**src/hdl/blars_pkg.sv**
```systemverilog
// Shared types, constants and table builder for the band level smoother.
package blars_pkg;

	localparam int RAW_W   = 20;
	localparam int GAIN_W  = 16;
	localparam int COUNT_W = 6;
	localparam int LEVEL_W = 17;
	localparam int DT_W    = 7;
	localparam int DT_MAX  = 100;

	localparam logic [GAIN_W-1:0]  GAIN_RESET  = 16'd256;
	localparam logic [COUNT_W-1:0] COUNT_RESET = 6'd32;

	// Configuration register indexes.
	typedef enum logic [0:0] {
		CFG_LEVEL_GAIN = 1'b0,
		CFG_BAND_COUNT = 1'b1
	} cfg_reg_t;

	// Time-constant rows of the alpha table.
	typedef enum logic [2:0] {
		ROW_RISE_FAST = 3'd0,
		ROW_RISE_SLOW = 3'd1,
		ROW_FALL_FAST = 3'd2,
		ROW_FALL_SLOW = 3'd3,
		ROW_IDLE      = 3'd4
	} alpha_row_sel_t;

	localparam int ROWS = 5;

	// Per-item flags carried from the front end to the back end.
	typedef struct packed {
		logic            has_value;
		logic            last;
		logic [DT_W-1:0] dt;
	} item_flags_t;

	typedef logic [0:DT_MAX][31:0] alpha_row_t;

	// round(2^30 * exp(-1/tau)) for tau 18, 28, 32, 58 and 170 ms.
	localparam logic [31:0] DECAY_RATIO [ROWS] = '{
		32'd1015716246,
		32'd1036070606,
		32'd1040706261,
		32'd1055387714,
		32'd1067444236
	};

	// Build one row of alpha = 1 - r^dt in Q.frac, rounded to nearest.
	function automatic alpha_row_t alpha_row(input int row, input int frac);
		logic [63:0] p;
		logic [63:0] a;
		alpha_row_t  r;
		p = 64'd1 << 30;
		r = '0;
		for (int dt = 0; dt <= DT_MAX; dt++) begin
			if (dt > 0)
				p = (p * {32'd0, DECAY_RATIO[row]} + (64'd1 << 29)) >> 30;
			a = (((64'd1 << 30) - p) + ((64'd1 << (30 - frac)) >> 1)) >> (30 - frac);
			r[dt] = a[31:0];
		end
		return r;
	endfunction

endpackage

```
**src/hdl/blars_if.sv**
```systemverilog
// Stream interfaces for raw band levels and smoothed results.
interface blars_in_if;
	logic        valid;
	logic        ready;
	logic [19:0] raw_level;
	logic        has_value;
	logic [7:0]  elapsed_ms;

	modport source (output valid, output raw_level, output has_value, output elapsed_ms,
		input ready);
	modport sink (input valid, input raw_level, input has_value, input elapsed_ms,
		output ready);
endinterface

interface blars_out_if;
	logic        valid;
	logic        ready;
	logic [16:0] band_level;
	logic        band_changed;
	logic        frame_last;
	logic        all_settled;

	modport source (output valid, output band_level, output band_changed,
		output frame_last, output all_settled, input ready);
	modport sink (input valid, input band_level, input band_changed,
		input frame_last, input all_settled, output ready);
endinterface

```
**src/hdl/blars_front.sv**
```systemverilog
// Front end: accepts raw levels, tracks band position, forms target and flags.
module blars_front #(
	parameter int MAX_BANDS       = 32,
	parameter int LEVEL_FRAC_BITS = 16,
	parameter int CW              = $clog2(MAX_BANDS + 1),
	parameter int QW              = 32
) (
	input  logic           clk,
	input  logic           arst_n,
	blars_in_if.sink       levels,
	input  logic [blars_pkg::GAIN_W-1:0] level_gain,
	input  logic [CW-1:0]  eff_count,
	input  logic           q_full,
	output logic           push,
	output logic [QW-1:0]  push_data
);
	import blars_pkg::*;

	localparam int PW   = $clog2(MAX_BANDS);
	localparam int VW   = (LEVEL_FRAC_BITS + 1 > LEVEL_W) ? LEVEL_FRAC_BITS + 1 : LEVEL_W;
	localparam int ONE  = 1 << LEVEL_FRAC_BITS;
	localparam int IDLE = (ONE + 50) / 100;
	localparam int PRW  = RAW_W + GAIN_W;

	logic [PW-1:0]   pos_q;
	logic [CW-1:0]   pos_inc;
	logic            last;
	logic [PRW-1:0]  scaled;
	logic [VW-1:0]   target;
	logic [DT_W-1:0] dt;
	item_flags_t     flags;

	assign levels.ready = !q_full;
	assign push         = levels.valid && !q_full;

	assign pos_inc = CW'(pos_q) + CW'(1);
	assign last    = pos_inc >= eff_count;

	always_comb begin
		scaled = (PRW'(levels.raw_level) * PRW'(level_gain)) >> (24 - LEVEL_FRAC_BITS);
		if (!levels.has_value)
			target = VW'(IDLE);
		else if (scaled > PRW'(ONE))
			target = VW'(ONE);
		else if (scaled < PRW'(IDLE))
			target = VW'(IDLE);
		else
			target = scaled[VW-1:0];

		if (levels.elapsed_ms == 8'd0)
			dt = DT_W'(1);
		else if (levels.elapsed_ms > 8'(DT_MAX))
			dt = DT_W'(DT_MAX);
		else
			dt = levels.elapsed_ms[DT_W-1:0];

		flags.has_value = levels.has_value;
		flags.last      = last;
		flags.dt        = dt;
	end

	assign push_data = {target, pos_q, flags};

	// Advance band position per accepted transaction, wrap on the last band.
	always_ff @(posedge clk or negedge arst_n) begin
		if (!arst_n) begin
			pos_q <= '0;
		end else if (push) begin
			pos_q <= last ? '0 : pos_inc[PW-1:0];
		end
	end

endmodule

```
**src/hdl/blars_queue.sv**
```systemverilog
// Short FIFO that decouples the front end from the back end.
module blars_queue #(
	parameter int W = 32
) (
	input  logic         clk,
	input  logic         arst_n,
	input  logic         push,
	input  logic [W-1:0] push_data,
	output logic         full,
	input  logic         pop,
	output logic [W-1:0] head,
	output logic         empty
);
	localparam int DEPTH = 4;
	localparam int AW    = $clog2(DEPTH);

	logic [W-1:0]  entries [DEPTH];
	logic [AW-1:0] wr_ptr_q;
	logic [AW-1:0] rd_ptr_q;
	logic [AW:0]   count_q;

	assign full  = count_q == (AW + 1)'(DEPTH);
	assign empty = count_q == '0;
	assign head  = entries[rd_ptr_q];

	always_ff @(posedge clk) begin
		if (push)
			entries[wr_ptr_q] <= push_data;
	end

	always_ff @(posedge clk or negedge arst_n) begin
		if (!arst_n) begin
			wr_ptr_q <= '0;
			rd_ptr_q <= '0;
			count_q  <= '0;
		end else begin
			if (push)
				wr_ptr_q <= wr_ptr_q + AW'(1);
			if (pop)
				rd_ptr_q <= rd_ptr_q + AW'(1);
			if (push && !pop)
				count_q <= count_q + (AW + 1)'(1);
			else if (pop && !push)
				count_q <= count_q - (AW + 1)'(1);
		end
	end

endmodule

```
**src/hdl/blars_back.sv**
```systemverilog
// Back end: level store read-modify-write, attack/release step, frame peak.
module blars_back #(
	parameter int MAX_BANDS       = 32,
	parameter int LEVEL_FRAC_BITS = 16,
	parameter int CW              = $clog2(MAX_BANDS + 1),
	parameter int QW              = 32
) (
	input  logic          clk,
	input  logic          arst_n,
	input  logic [QW-1:0] head,
	input  logic          q_empty,
	output logic          pop,
	input  logic          clear,
	input  logic [CW-1:0] clear_count,
	blars_out_if.source   results
);
	import blars_pkg::*;

	localparam int F      = LEVEL_FRAC_BITS;
	localparam int PW     = $clog2(MAX_BANDS);
	localparam int VW     = (F + 1 > LEVEL_W) ? F + 1 : LEVEL_W;
	localparam int AW     = F + 1;
	localparam int PRW    = VW + AW + 1;
	localparam int FW     = $bits(item_flags_t);
	localparam int ONE    = 1 << F;
	localparam int IDLE   = (ONE + 50) / 100;
	localparam int THRESH = (ONE + 500) / 1000;
	localparam int JUMP   = ONE / 4;
	localparam int SETTLE = (12 * ONE + 500) / 1000;
	localparam int HALF   = ONE / 2;

	localparam alpha_row_t ALPHA_TAB [ROWS] = '{
		alpha_row(0, F), alpha_row(1, F), alpha_row(2, F), alpha_row(3, F), alpha_row(4, F)
	};

	// Queue head fields.
	item_flags_t   hd_flags;
	logic [PW-1:0] hd_pos;
	logic [VW-1:0] hd_target;

	assign hd_flags  = head[FW-1:0];
	assign hd_pos    = head[FW +: PW];
	assign hd_target = head[FW + PW +: VW];

	// Level store with per-entry valid bits; an invalid entry reads as idle.
	logic [LEVEL_W-1:0] mem [MAX_BANDS];
	logic               vb_q [MAX_BANDS];

	logic en;
	logic hazard;
	logic commit;

	// Stage 1: stored level arrives.
	logic               valid_s1;
	logic [VW-1:0]      target_s1;
	logic [PW-1:0]      pos_s1;
	item_flags_t        flags_s1;
	logic [LEVEL_W-1:0] rd_s1;
	logic               rdv_s1;

	// Stage 2: difference and alpha registered.
	logic          valid_s2;
	logic [VW-1:0] d_s2;
	logic [VW-1:0] cur_s2;
	logic [VW-1:0] target_s2;
	logic [AW-1:0] alpha_s2;
	logic          up_s2;
	logic          move_s2;
	logic          last_s2;
	logic [PW-1:0] pos_s2;

	// Stage 3: step product registered.
	logic           valid_s3;
	logic [PRW-1:0] prod_s3;
	logic [VW-1:0]  d_s3;
	logic [VW-1:0]  cur_s3;
	logic [VW-1:0]  target_s3;
	logic           up_s3;
	logic           move_s3;
	logic           last_s3;
	logic [PW-1:0]  pos_s3;

	logic               out_valid_q;
	logic [LEVEL_W-1:0] level_q;
	logic               changed_q;
	logic               last_q;
	logic               settled_q;
	logic [LEVEL_W-1:0] peak_q;

	// Stage 1 logic.
	logic [VW-1:0]  cur;
	logic           up;
	logic [VW-1:0]  d;
	alpha_row_sel_t row;
	logic [AW-1:0]  alpha_at [ROWS];
	logic [AW-1:0]  alpha;

	// Stage 2 and 3 logic.
	logic [PRW-1:0]     prod;
	logic [VW+1:0]      mv_full;
	logic [VW-1:0]      mv;
	logic [VW-1:0]      nxt;
	logic [LEVEL_W-1:0] nxt_lvl;
	logic [LEVEL_W-1:0] peak_new;
	logic               settled;

	assign en     = !out_valid_q || results.ready;
	assign hazard = (valid_s1 && pos_s1 == hd_pos) || (valid_s2 && pos_s2 == hd_pos)
		|| (valid_s3 && pos_s3 == hd_pos);
	assign pop    = en && !q_empty && !hazard;
	assign commit = en && valid_s3;

	always_comb begin
		cur = rdv_s1 ? VW'(rd_s1) : VW'(IDLE);
		up  = target_s1 > cur;
		d   = up ? target_s1 - cur : cur - target_s1;

		if (!flags_s1.has_value)
			row = ROW_IDLE;
		else if (up)
			row = (d > VW'(JUMP)) ? ROW_RISE_FAST : ROW_RISE_SLOW;
		else
			row = (d > VW'(JUMP)) ? ROW_FALL_FAST : ROW_FALL_SLOW;

		for (int r = 0; r < ROWS; r++)
			alpha_at[r] = ALPHA_TAB[r][flags_s1.dt][AW-1:0];

		unique case (row)
			ROW_RISE_FAST: alpha = alpha_at[0];
			ROW_RISE_SLOW: alpha = alpha_at[1];
			ROW_FALL_FAST: alpha = alpha_at[2];
			ROW_FALL_SLOW: alpha = alpha_at[3];
			ROW_IDLE:      alpha = alpha_at[4];
			default:       alpha = '0;
		endcase
	end

	assign prod = PRW'(d_s2) * PRW'(alpha_s2) + PRW'(HALF);

	always_comb begin
		mv_full = prod_s3[F +: VW + 2];
		mv      = (mv_full > (VW + 2)'(d_s3)) ? d_s3 : mv_full[VW-1:0];
		if (move_s3)
			nxt = up_s3 ? cur_s3 + mv : cur_s3 - mv;
		else
			nxt = target_s3;
		nxt_lvl  = nxt[LEVEL_W-1:0];
		peak_new = (nxt_lvl > peak_q) ? nxt_lvl : peak_q;
		settled  = last_s3 && (VW'(peak_new) <= VW'(SETTLE));
	end

	// Read at issue, write at commit.
	always_ff @(posedge clk) begin
		if (commit)
			mem[pos_s3] <= nxt_lvl;
		if (pop)
			rd_s1 <= mem[hd_pos];
	end

	always_ff @(posedge clk or negedge arst_n) begin
		if (!arst_n) begin
			for (int i = 0; i < MAX_BANDS; i++)
				vb_q[i] <= 1'b0;
			rdv_s1 <= 1'b0;
		end else begin
			if (pop)
				rdv_s1 <= vb_q[hd_pos];
			if (commit)
				vb_q[pos_s3] <= 1'b1;
			// Drop bands at or above the new count back to idle.
			if (clear) begin
				for (int i = 0; i < MAX_BANDS; i++)
					if (CW'(i) >= clear_count)
						vb_q[i] <= 1'b0;
			end
		end
	end

	always_ff @(posedge clk or negedge arst_n) begin
		if (!arst_n) begin
			valid_s1    <= 1'b0;
			valid_s2    <= 1'b0;
			valid_s3    <= 1'b0;
			out_valid_q <= 1'b0;
			peak_q      <= '0;
		end else if (en) begin
			valid_s1    <= pop;
			valid_s2    <= valid_s1;
			valid_s3    <= valid_s2;
			out_valid_q <= valid_s3;
			if (valid_s3)
				peak_q <= last_s3 ? '0 : peak_new;
		end
	end

	always_ff @(posedge clk) begin
		if (en) begin
			if (pop) begin
				target_s1 <= hd_target;
				pos_s1    <= hd_pos;
				flags_s1  <= hd_flags;
			end
			d_s2      <= d;
			cur_s2    <= cur;
			target_s2 <= target_s1;
			alpha_s2  <= alpha;
			up_s2     <= up;
			move_s2   <= d > VW'(THRESH);
			last_s2   <= flags_s1.last;
			pos_s2    <= pos_s1;

			prod_s3   <= prod;
			d_s3      <= d_s2;
			cur_s3    <= cur_s2;
			target_s3 <= target_s2;
			up_s3     <= up_s2;
			move_s3   <= move_s2;
			last_s3   <= last_s2;
			pos_s3    <= pos_s2;

			level_q   <= nxt_lvl;
			changed_q <= move_s3;
			last_q    <= last_s3;
			settled_q <= settled;
		end
	end

	assign results.valid        = out_valid_q;
	assign results.band_level   = level_q;
	assign results.band_changed = changed_q;
	assign results.frame_last   = last_q;
	assign results.all_settled  = settled_q;

endmodule

```
**src/hdl/band_level_attack_release_smoother_top.sv**
```systemverilog
// Top level of the band level attack/release smoother.
// One band level is taken per cycle while the queue has room, and one smoothed result comes
// out per band, in order. The level store is read, stepped and written back over a three-stage
// path (store read, alpha lookup, step multiply), and a band cannot issue while its own
// previous update is still on that path, so it waits until that update is written back. A
// four-entry queue sits between the input side and the store pipeline, and an output register
// holds a result that is not yet taken, so input keeps flowing while the output stalls until
// the queue is full. Stored levels come out of reset at the idle value through per-band valid
// bits; writing band_count returns bands at or above the new count to idle at once. Write
// configuration only while no transaction is in flight.
module band_level_attack_release_smoother_top #(
	parameter int MAX_BANDS       = 32,
	parameter int LEVEL_FRAC_BITS = 16
) (
	input  logic                          clk,
	input  logic                          arst_n,
	blars_in_if.sink                      levels,
	blars_out_if.source                   results,
	input  logic                          cfg_we,
	input  blars_pkg::cfg_reg_t           cfg_index,
	input  logic [blars_pkg::GAIN_W-1:0]  cfg_data
);
	import blars_pkg::*;

	localparam int CW   = $clog2(MAX_BANDS + 1);
	localparam int PW   = $clog2(MAX_BANDS);
	localparam int VW   = (LEVEL_FRAC_BITS + 1 > LEVEL_W) ? LEVEL_FRAC_BITS + 1 : LEVEL_W;
	localparam int QW   = VW + PW + $bits(item_flags_t);
	localparam int ONE  = 1 << LEVEL_FRAC_BITS;
	localparam int IDLE = (ONE + 50) / 100;

	logic [GAIN_W-1:0]  level_gain_q;
	logic [COUNT_W-1:0] band_count_q;
	logic [CW-1:0]      eff_count;
	logic [CW-1:0]      new_count;
	logic               clear;

	logic          push;
	logic [QW-1:0] push_data;
	logic          q_full;
	logic          pop;
	logic [QW-1:0] head;
	logic          q_empty;

	function automatic logic [CW-1:0] clamp_count(input logic [COUNT_W-1:0] c);
		if (int'(c) < 2)
			return CW'(2);
		else if (int'(c) > MAX_BANDS)
			return CW'(MAX_BANDS);
		else
			return CW'(c);
	endfunction

	assign eff_count = clamp_count(band_count_q);
	assign new_count = clamp_count(cfg_data[COUNT_W-1:0]);
	assign clear     = cfg_we && (cfg_index == CFG_BAND_COUNT);

	always_ff @(posedge clk or negedge arst_n) begin
		if (!arst_n) begin
			level_gain_q <= GAIN_RESET;
			band_count_q <= COUNT_RESET;
		end else if (cfg_we) begin
			unique case (cfg_index)
				CFG_LEVEL_GAIN: level_gain_q <= cfg_data;
				CFG_BAND_COUNT: band_count_q <= cfg_data[COUNT_W-1:0];
			endcase
		end
	end

	blars_front #(
		.MAX_BANDS       (MAX_BANDS),
		.LEVEL_FRAC_BITS (LEVEL_FRAC_BITS),
		.CW              (CW),
		.QW              (QW)
	) u_front (
		.clk        (clk),
		.arst_n     (arst_n),
		.levels     (levels),
		.level_gain (level_gain_q),
		.eff_count  (eff_count),
		.q_full     (q_full),
		.push       (push),
		.push_data  (push_data)
	);

	blars_queue #(
		.W (QW)
	) u_queue (
		.clk       (clk),
		.arst_n    (arst_n),
		.push      (push),
		.push_data (push_data),
		.full      (q_full),
		.pop       (pop),
		.head      (head),
		.empty     (q_empty)
	);

	blars_back #(
		.MAX_BANDS       (MAX_BANDS),
		.LEVEL_FRAC_BITS (LEVEL_FRAC_BITS),
		.CW              (CW),
		.QW              (QW)
	) u_back (
		.clk         (clk),
		.arst_n      (arst_n),
		.head        (head),
		.q_empty     (q_empty),
		.pop         (pop),
		.clear       (clear),
		.clear_count (new_count),
		.results     (results)
	);

	// The settled flag is only ever raised on the last band of a frame.
	a_settled_on_last: assert property (@(posedge clk) disable iff (!arst_n)
		results.valid && results.all_settled |-> results.frame_last)
		else $error("all_settled raised off the last band");

	// A smoothed level always lies between idle and full scale.
	a_level_range: assert property (@(posedge clk) disable iff (!arst_n)
		results.valid |-> (LEVEL_FRAC_BITS > 16) ||
			((int'(results.band_level) >= IDLE) && (int'(results.band_level) <= ONE)))
		else $error("band level out of range");

	// The queue never pops when it is empty.
	a_no_empty_pop: assert property (@(posedge clk) disable iff (!arst_n)
		pop |-> !q_empty)
		else $error("pop from empty queue");

endmodule
```
**src/flat_wrapper.sv**
```systemverilog
// flat-port wrapper written by rule: the top's interface ports become plain ports
module band_level_attack_release_smoother_top_flat import blars_pkg::*;
#(
	parameter int MAX_BANDS       = 32,
	parameter int LEVEL_FRAC_BITS = 16
)
  (clk, arst_n, cfg_we, cfg_index, cfg_data, levels_valid, levels_raw_level, levels_has_value, levels_elapsed_ms, levels_ready, results_valid, results_band_level, results_band_changed, results_frame_last, results_all_settled, results_ready);
  blars_in_if levels_i ();
  blars_out_if results_i ();
  input  logic clk;
  input  logic arst_n;
  input  logic cfg_we;
  input  blars_pkg::cfg_reg_t cfg_index;
  input  logic [blars_pkg::GAIN_W-1:0] cfg_data;
  input wire logic [$bits(levels_i.valid)-1:0] levels_valid;
  input wire logic [$bits(levels_i.raw_level)-1:0] levels_raw_level;
  input wire logic [$bits(levels_i.has_value)-1:0] levels_has_value;
  input wire logic [$bits(levels_i.elapsed_ms)-1:0] levels_elapsed_ms;
  output wire logic [$bits(levels_i.ready)-1:0] levels_ready;
  output wire logic [$bits(results_i.valid)-1:0] results_valid;
  output wire logic [$bits(results_i.band_level)-1:0] results_band_level;
  output wire logic [$bits(results_i.band_changed)-1:0] results_band_changed;
  output wire logic [$bits(results_i.frame_last)-1:0] results_frame_last;
  output wire logic [$bits(results_i.all_settled)-1:0] results_all_settled;
  input wire logic [$bits(results_i.ready)-1:0] results_ready;
  assign levels_i.valid = levels_valid;
  assign levels_i.raw_level = levels_raw_level;
  assign levels_i.has_value = levels_has_value;
  assign levels_i.elapsed_ms = levels_elapsed_ms;
  assign levels_ready = levels_i.ready;
  assign results_valid = results_i.valid;
  assign results_band_level = results_i.band_level;
  assign results_band_changed = results_i.band_changed;
  assign results_frame_last = results_i.frame_last;
  assign results_all_settled = results_i.all_settled;
  assign results_i.ready = results_ready;
  band_level_attack_release_smoother_top #(.MAX_BANDS(MAX_BANDS), .LEVEL_FRAC_BITS(LEVEL_FRAC_BITS)) u_core (.clk(clk), .arst_n(arst_n), .levels(levels_i), .results(results_i), .cfg_we(cfg_we), .cfg_index(cfg_index), .cfg_data(cfg_data));
endmodule
```
**config.mk**
```make
export PLATFORM = sky130hd
export DESIGN_NAME = band_level_attack_release_smoother_top_flat
export DESIGN_NICKNAME = d
export VERILOG_FILES = /design/src/hdl/blars_pkg.sv /design/src/hdl/blars_if.sv /design/src/hdl/blars_front.sv /design/src/hdl/blars_queue.sv /design/src/hdl/blars_back.sv /design/src/hdl/band_level_attack_release_smoother_top.sv /design/src/flat_wrapper.sv
export SDC_FILE = /design/constraint.sdc
export NUM_CORES = 2
export LEC_CHECK = 0
export BUFFER_PORTS_ARGS = -buffer_cell sky130_fd_sc_hd__buf_2
export CAP_MARGIN = 10
export CELL_PAD_IN_SITES_DETAIL_PLACEMENT = 0
export CELL_PAD_IN_SITES_GLOBAL_PLACEMENT = 1
export CORE_UTILIZATION = 48
export CTS_CLUSTER_DIAMETER = 120
export DETAILED_ROUTE_END_ITERATION = 8
export GPL_TIMING_DRIVEN = 0
export HOLD_SLACK_MARGIN = 0.15
export PLACE_DENSITY = 0.89
export SLEW_MARGIN = 20
export SYNTH_ARGS = -nofsm -noshare
export SYNTH_HDL_FRONTEND = slang
export SYNTH_SLANG_ARGS = --single-unit
```
**constraint.sdc**
```tcl
create_clock -name clk -period 9.2 [get_ports clk]
set_input_delay 1.38 -clock clk [delete_from_list [all_inputs] [get_ports clk]]
set_output_delay 1.38 -clock clk [all_outputs]
set_load 0.03 [all_outputs]
```
==> metrics.csv <==
stage,metric,value,unit
die,core_area,141000,um2
synthesis,synth_top_family_by_area,adder cells,
layout,nFillCells,11491,
synthesis,synth_enable_flop_cells,889,
cts,clockBufferDepth,3,
worst_setup_path,crit_path_start_kind,input port,
synthesis,netlist_area,68300,um2
die,die_y,379,um
synthesis,yosysSeqAreaShare,42.3,%
worst_setup_path,crit_path_end_kind,flip-flop,
worst_setup_path,required,9.58,ns
drt,wirelength,334000,um
cts,cts_hold_buffers,0,
timing,hold_viol,0,
cts,cts_tree,built,
die,dieArea,144000,um2
global_route,grt_pass1_wl,452000,um
drt,via_per_inst,6.88,
synthesis,synth-simple-area-share,11.2,%
die,ios,73,
worst_setup_path,arrival,9.39,ns
synthesis,synth_nets,6943,
synthesis,synth_compound_area_share,10.9,%
cts,cts.htree.levels,3,
synthesis,async_flop_share,9.01,%
timing,slew_headroom,8.38,%
run_status,violations,design-rule violations,
placed_design,placedCellCount,8076,
timing,tightest_slew,1.37,ns
timing,post-route-period-util,97.9,%
run,maxCapViolations,0,
die,start_util,48.3,%
cts,cts_buffers,94,
synthesis,synth-seq-cells,977,
placed_design,post-dp-hpwl,232000,um
drt,dr.first_iter.drc_count,9291,
die,die_x,379,um
timing,drv_slew,0,
cts,insertion_delay,0.75,ns
synthesis,syn_area_per_cell,11.3,um2
placed_design,port_buffers,69,
placed_design,place_ws,-2.10,ns
synthesis,syn_inst,6062,
drt,drc,231,
die,std_cell_rows,138,
global_route,overflow,0,
timing,period_needed,9.01,ns
timing,setup_viol,0,
global_route,antenna_found_initial,46,
synthesis,synth_fa_ha_area_share,20.3,%
cts,root_buffer,clkbuf_16,
placed_design,place_congestion,1.10,
drt,wl_per_cell,40.4,um
synthesis,ys_types,100,
hold_path,hp-class,flip-flop to flip-flop,
layout,area_growth_syn_to_layout,11.2,%
drt,drtPass1Iterations,9,
layout,fin_cells,8263,
run_status,status,"complete, but fails checks",
cts,cts.sinks,977,
layout,drive_above_1_share,11.9,%
global_route,grt_use_total,46.2,%
timing,setup_slack,0.189,ns
worst_setup_path,cp_max_fo,10,
drt,ant_nets,0,
global_route,grt_max_degree,95,
timing,fmax,0.111,GHz
synthesis,yosys_warnings,0,
worst_setup_path,criticalPathCategory,input port to flip-flop,
timing,fin_skew,0.108,ns
drt,vias,56887,
synthesis,synthMuxAreaShare,8.37,%
layout,layout.nets,7162,
synthesis,synthXorXnorAreaFrac,1.18,%
synthesis,synthFlopType,edfxtp_1,
cts,clk_pin_slew,0.07,ns
global_route,first_global_vias,56497,
==> cell type report <==
class	count	area [um2]	area share [%]
multi-input cells	4061	36000	47.4
clock buffers	109	2430	3.20
plain buffers	355	1470	1.94
repair buffers	130	1220	1.60
diodes	11	27.5	0.0362
flip-flops and latches	977	28900	38.0
well taps	1890	2360	3.11
clock inverters	68	1020	1.35
inverters	662	2500	3.29
==> synth_stat cells (all sizes together), types with 22 or more instances <==
cell,instances,area (um2)
a31oi,53,332
xnor2,54,473
nand3,73,365
clkbuf,283,1060
ha,367,4590
a311oi,26,228
nand2b,36,225
o22ai,46,288
dfrtp,86,2150
buf,83,348
o211ai,59,448
nor4,28,181
o31ai,24,180
nor3,104,546
nand4,22,138
nor2,325,1220
a211oi,70,541
a21o,57,428
nor2b,28,175
a21oi,344,1740
xor2,38,333
inv,658,2470
o21ai,253,1270
mux4,179,4030
edfxtp,889,26700
fa,463,9270
mux2,76,856
nand2,676,2540
o21a,25,188
and2,263,1650
mux2i,83,831
==> path summary, 6_finish.rpt <==
kind / startpoint / end / slack (ns) / cells past startpoint
max: levels_raw_level[12] / u_core.u_queue.entries[2][20]$_DFFE_PP_ / 0.19 / 26
min in group asynchronous: arst_n / u_core.u_back.peak_q[8]$_DFFE_PN0P_ / 0.49 / 1
min: u_core.u_back.move_s2$_DFFE_PN_ / u_core.u_back.move_s3$_DFFE_PN_ / 0.41 / 0
max in group asynchronous: arst_n / u_core.level_gain_q[8]$_DFFE_PN1P_ / 7.91 / 2
min reg2reg: u_core.u_back.move_s2$_DFFE_PN_ / u_core.u_back.move_s3$_DFFE_PN_ / 0.41 / 0
max reg2reg: u_core.level_gain_q[1]$_DFFE_PN0P_ / u_core.u_queue.entries[2][20]$_DFFE_PP_ / 0.25 / 26
==> state kept, by name, summed over array words and instances (netlist names), 6 cells and up <==
signal / cells
u_core.u_back.d_s3: 17
u_core.u_back.target_s1: 17
u_core.u_back.cur_s2: 17
u_core.u_back.peak_q: 17
u_core.u_back.d_s2: 17
u_core.u_back.cur_s3: 17
u_core.u_queue.entries: 124
u_core.u_back.vb_q: 32
u_core.band_count_q: 6
u_core.u_back.flags_s1: 9
u_core.u_back.results.band_level: 17
u_core.u_back.alpha_s2: 16
u_core.level_gain_q: 16
u_core.u_back.target_s2: 17
u_core.u_back.rd_s1: 17
u_core.u_back.mem: 544
u_core.u_back.target_s3: 17
u_core.u_back.prod_s3: 19
==> cells by family after synthesis <==
family,count (synthesis)
simple gates,1638
compound gates,1159
buf+inv,1028
flops,977
fa+ha+maj,830
mux,338
xor+xnor,92
==> worst max-delay path, stage by stage <==
cell and delay [ns]:
buf_2 0.17, clkbuf_1 0.46, nand2_1 0.13, fa_1 0.51, inv_1 0.05, fa_1 0.47, inv_1 0.06, fa_1 0.51
inv_1 0.05, fa_1 0.48, inv_1 0.06, fa_1 0.52, inv_1 0.05, fa_1 0.47, ha_1 0.29, clkbuf_1 0.26
nand3_1 0.15, nor3_1 0.29, a2111o_1 0.44, a21o_1 0.31, a21oi_2 0.09, xnor2_1 0.16, or4_4 0.59, o41ai_2 0.44
nand2_1 0.27, nor4_1 0.74
==> metal layers <==
metal	up-vias	track usage (%)	wire length [um]
met5	-	1.99	357
met4	34	34.6	31500
met3	1543	13.6	40100
met2	5053	68.8	143000
met1	28305	56.7	118000
li1	21952	-	-
==> stage by stage <==
step	hold slack (ns)	area [um2]	util [%]	TNS, ns
detailed placement	0.405	72200	51.1	-61.83
global placement	0.402	71000	50.2	-149.40
floorplan	0.400	68300	-	0
CTS	0.405	75800	53.6	0
finish	0.405	76000	53.7	0
global route	0.423	75900	53.7	-0.185
==> what timing repair did <==
item                                    4_1_cts  5_1_grt
buffers inserted                              2        3
pin swaps                                     1        1
cloned                                        2        2
endpoints found under the setup margin       51       78
gates resized for setup                      21       22
==> cells in the final DEF, fill, tap and decap left out, types with 66 or more instances in the layout <==
cell type / instances
dfrtp_1: 86
a21oi_1: 335
mux2i_1: 82
edfxtp_1: 889
o21ai_0: 228
clkbuf_1: 236
ha_1: 367
mux2_2: 71
nand2_1: 675
nor3_1: 93
inv_1: 652
fa_1: 463
nor2_1: 281
nand3_1: 73
a211oi_1: 66
clkbuf_16: 94
buf_2: 92
mux4_2: 179
and2_1: 263
Power is left out: the tool's default activity adds up to more than one toggle a clock period on the data nets, which glitch-free logic cannot reach.
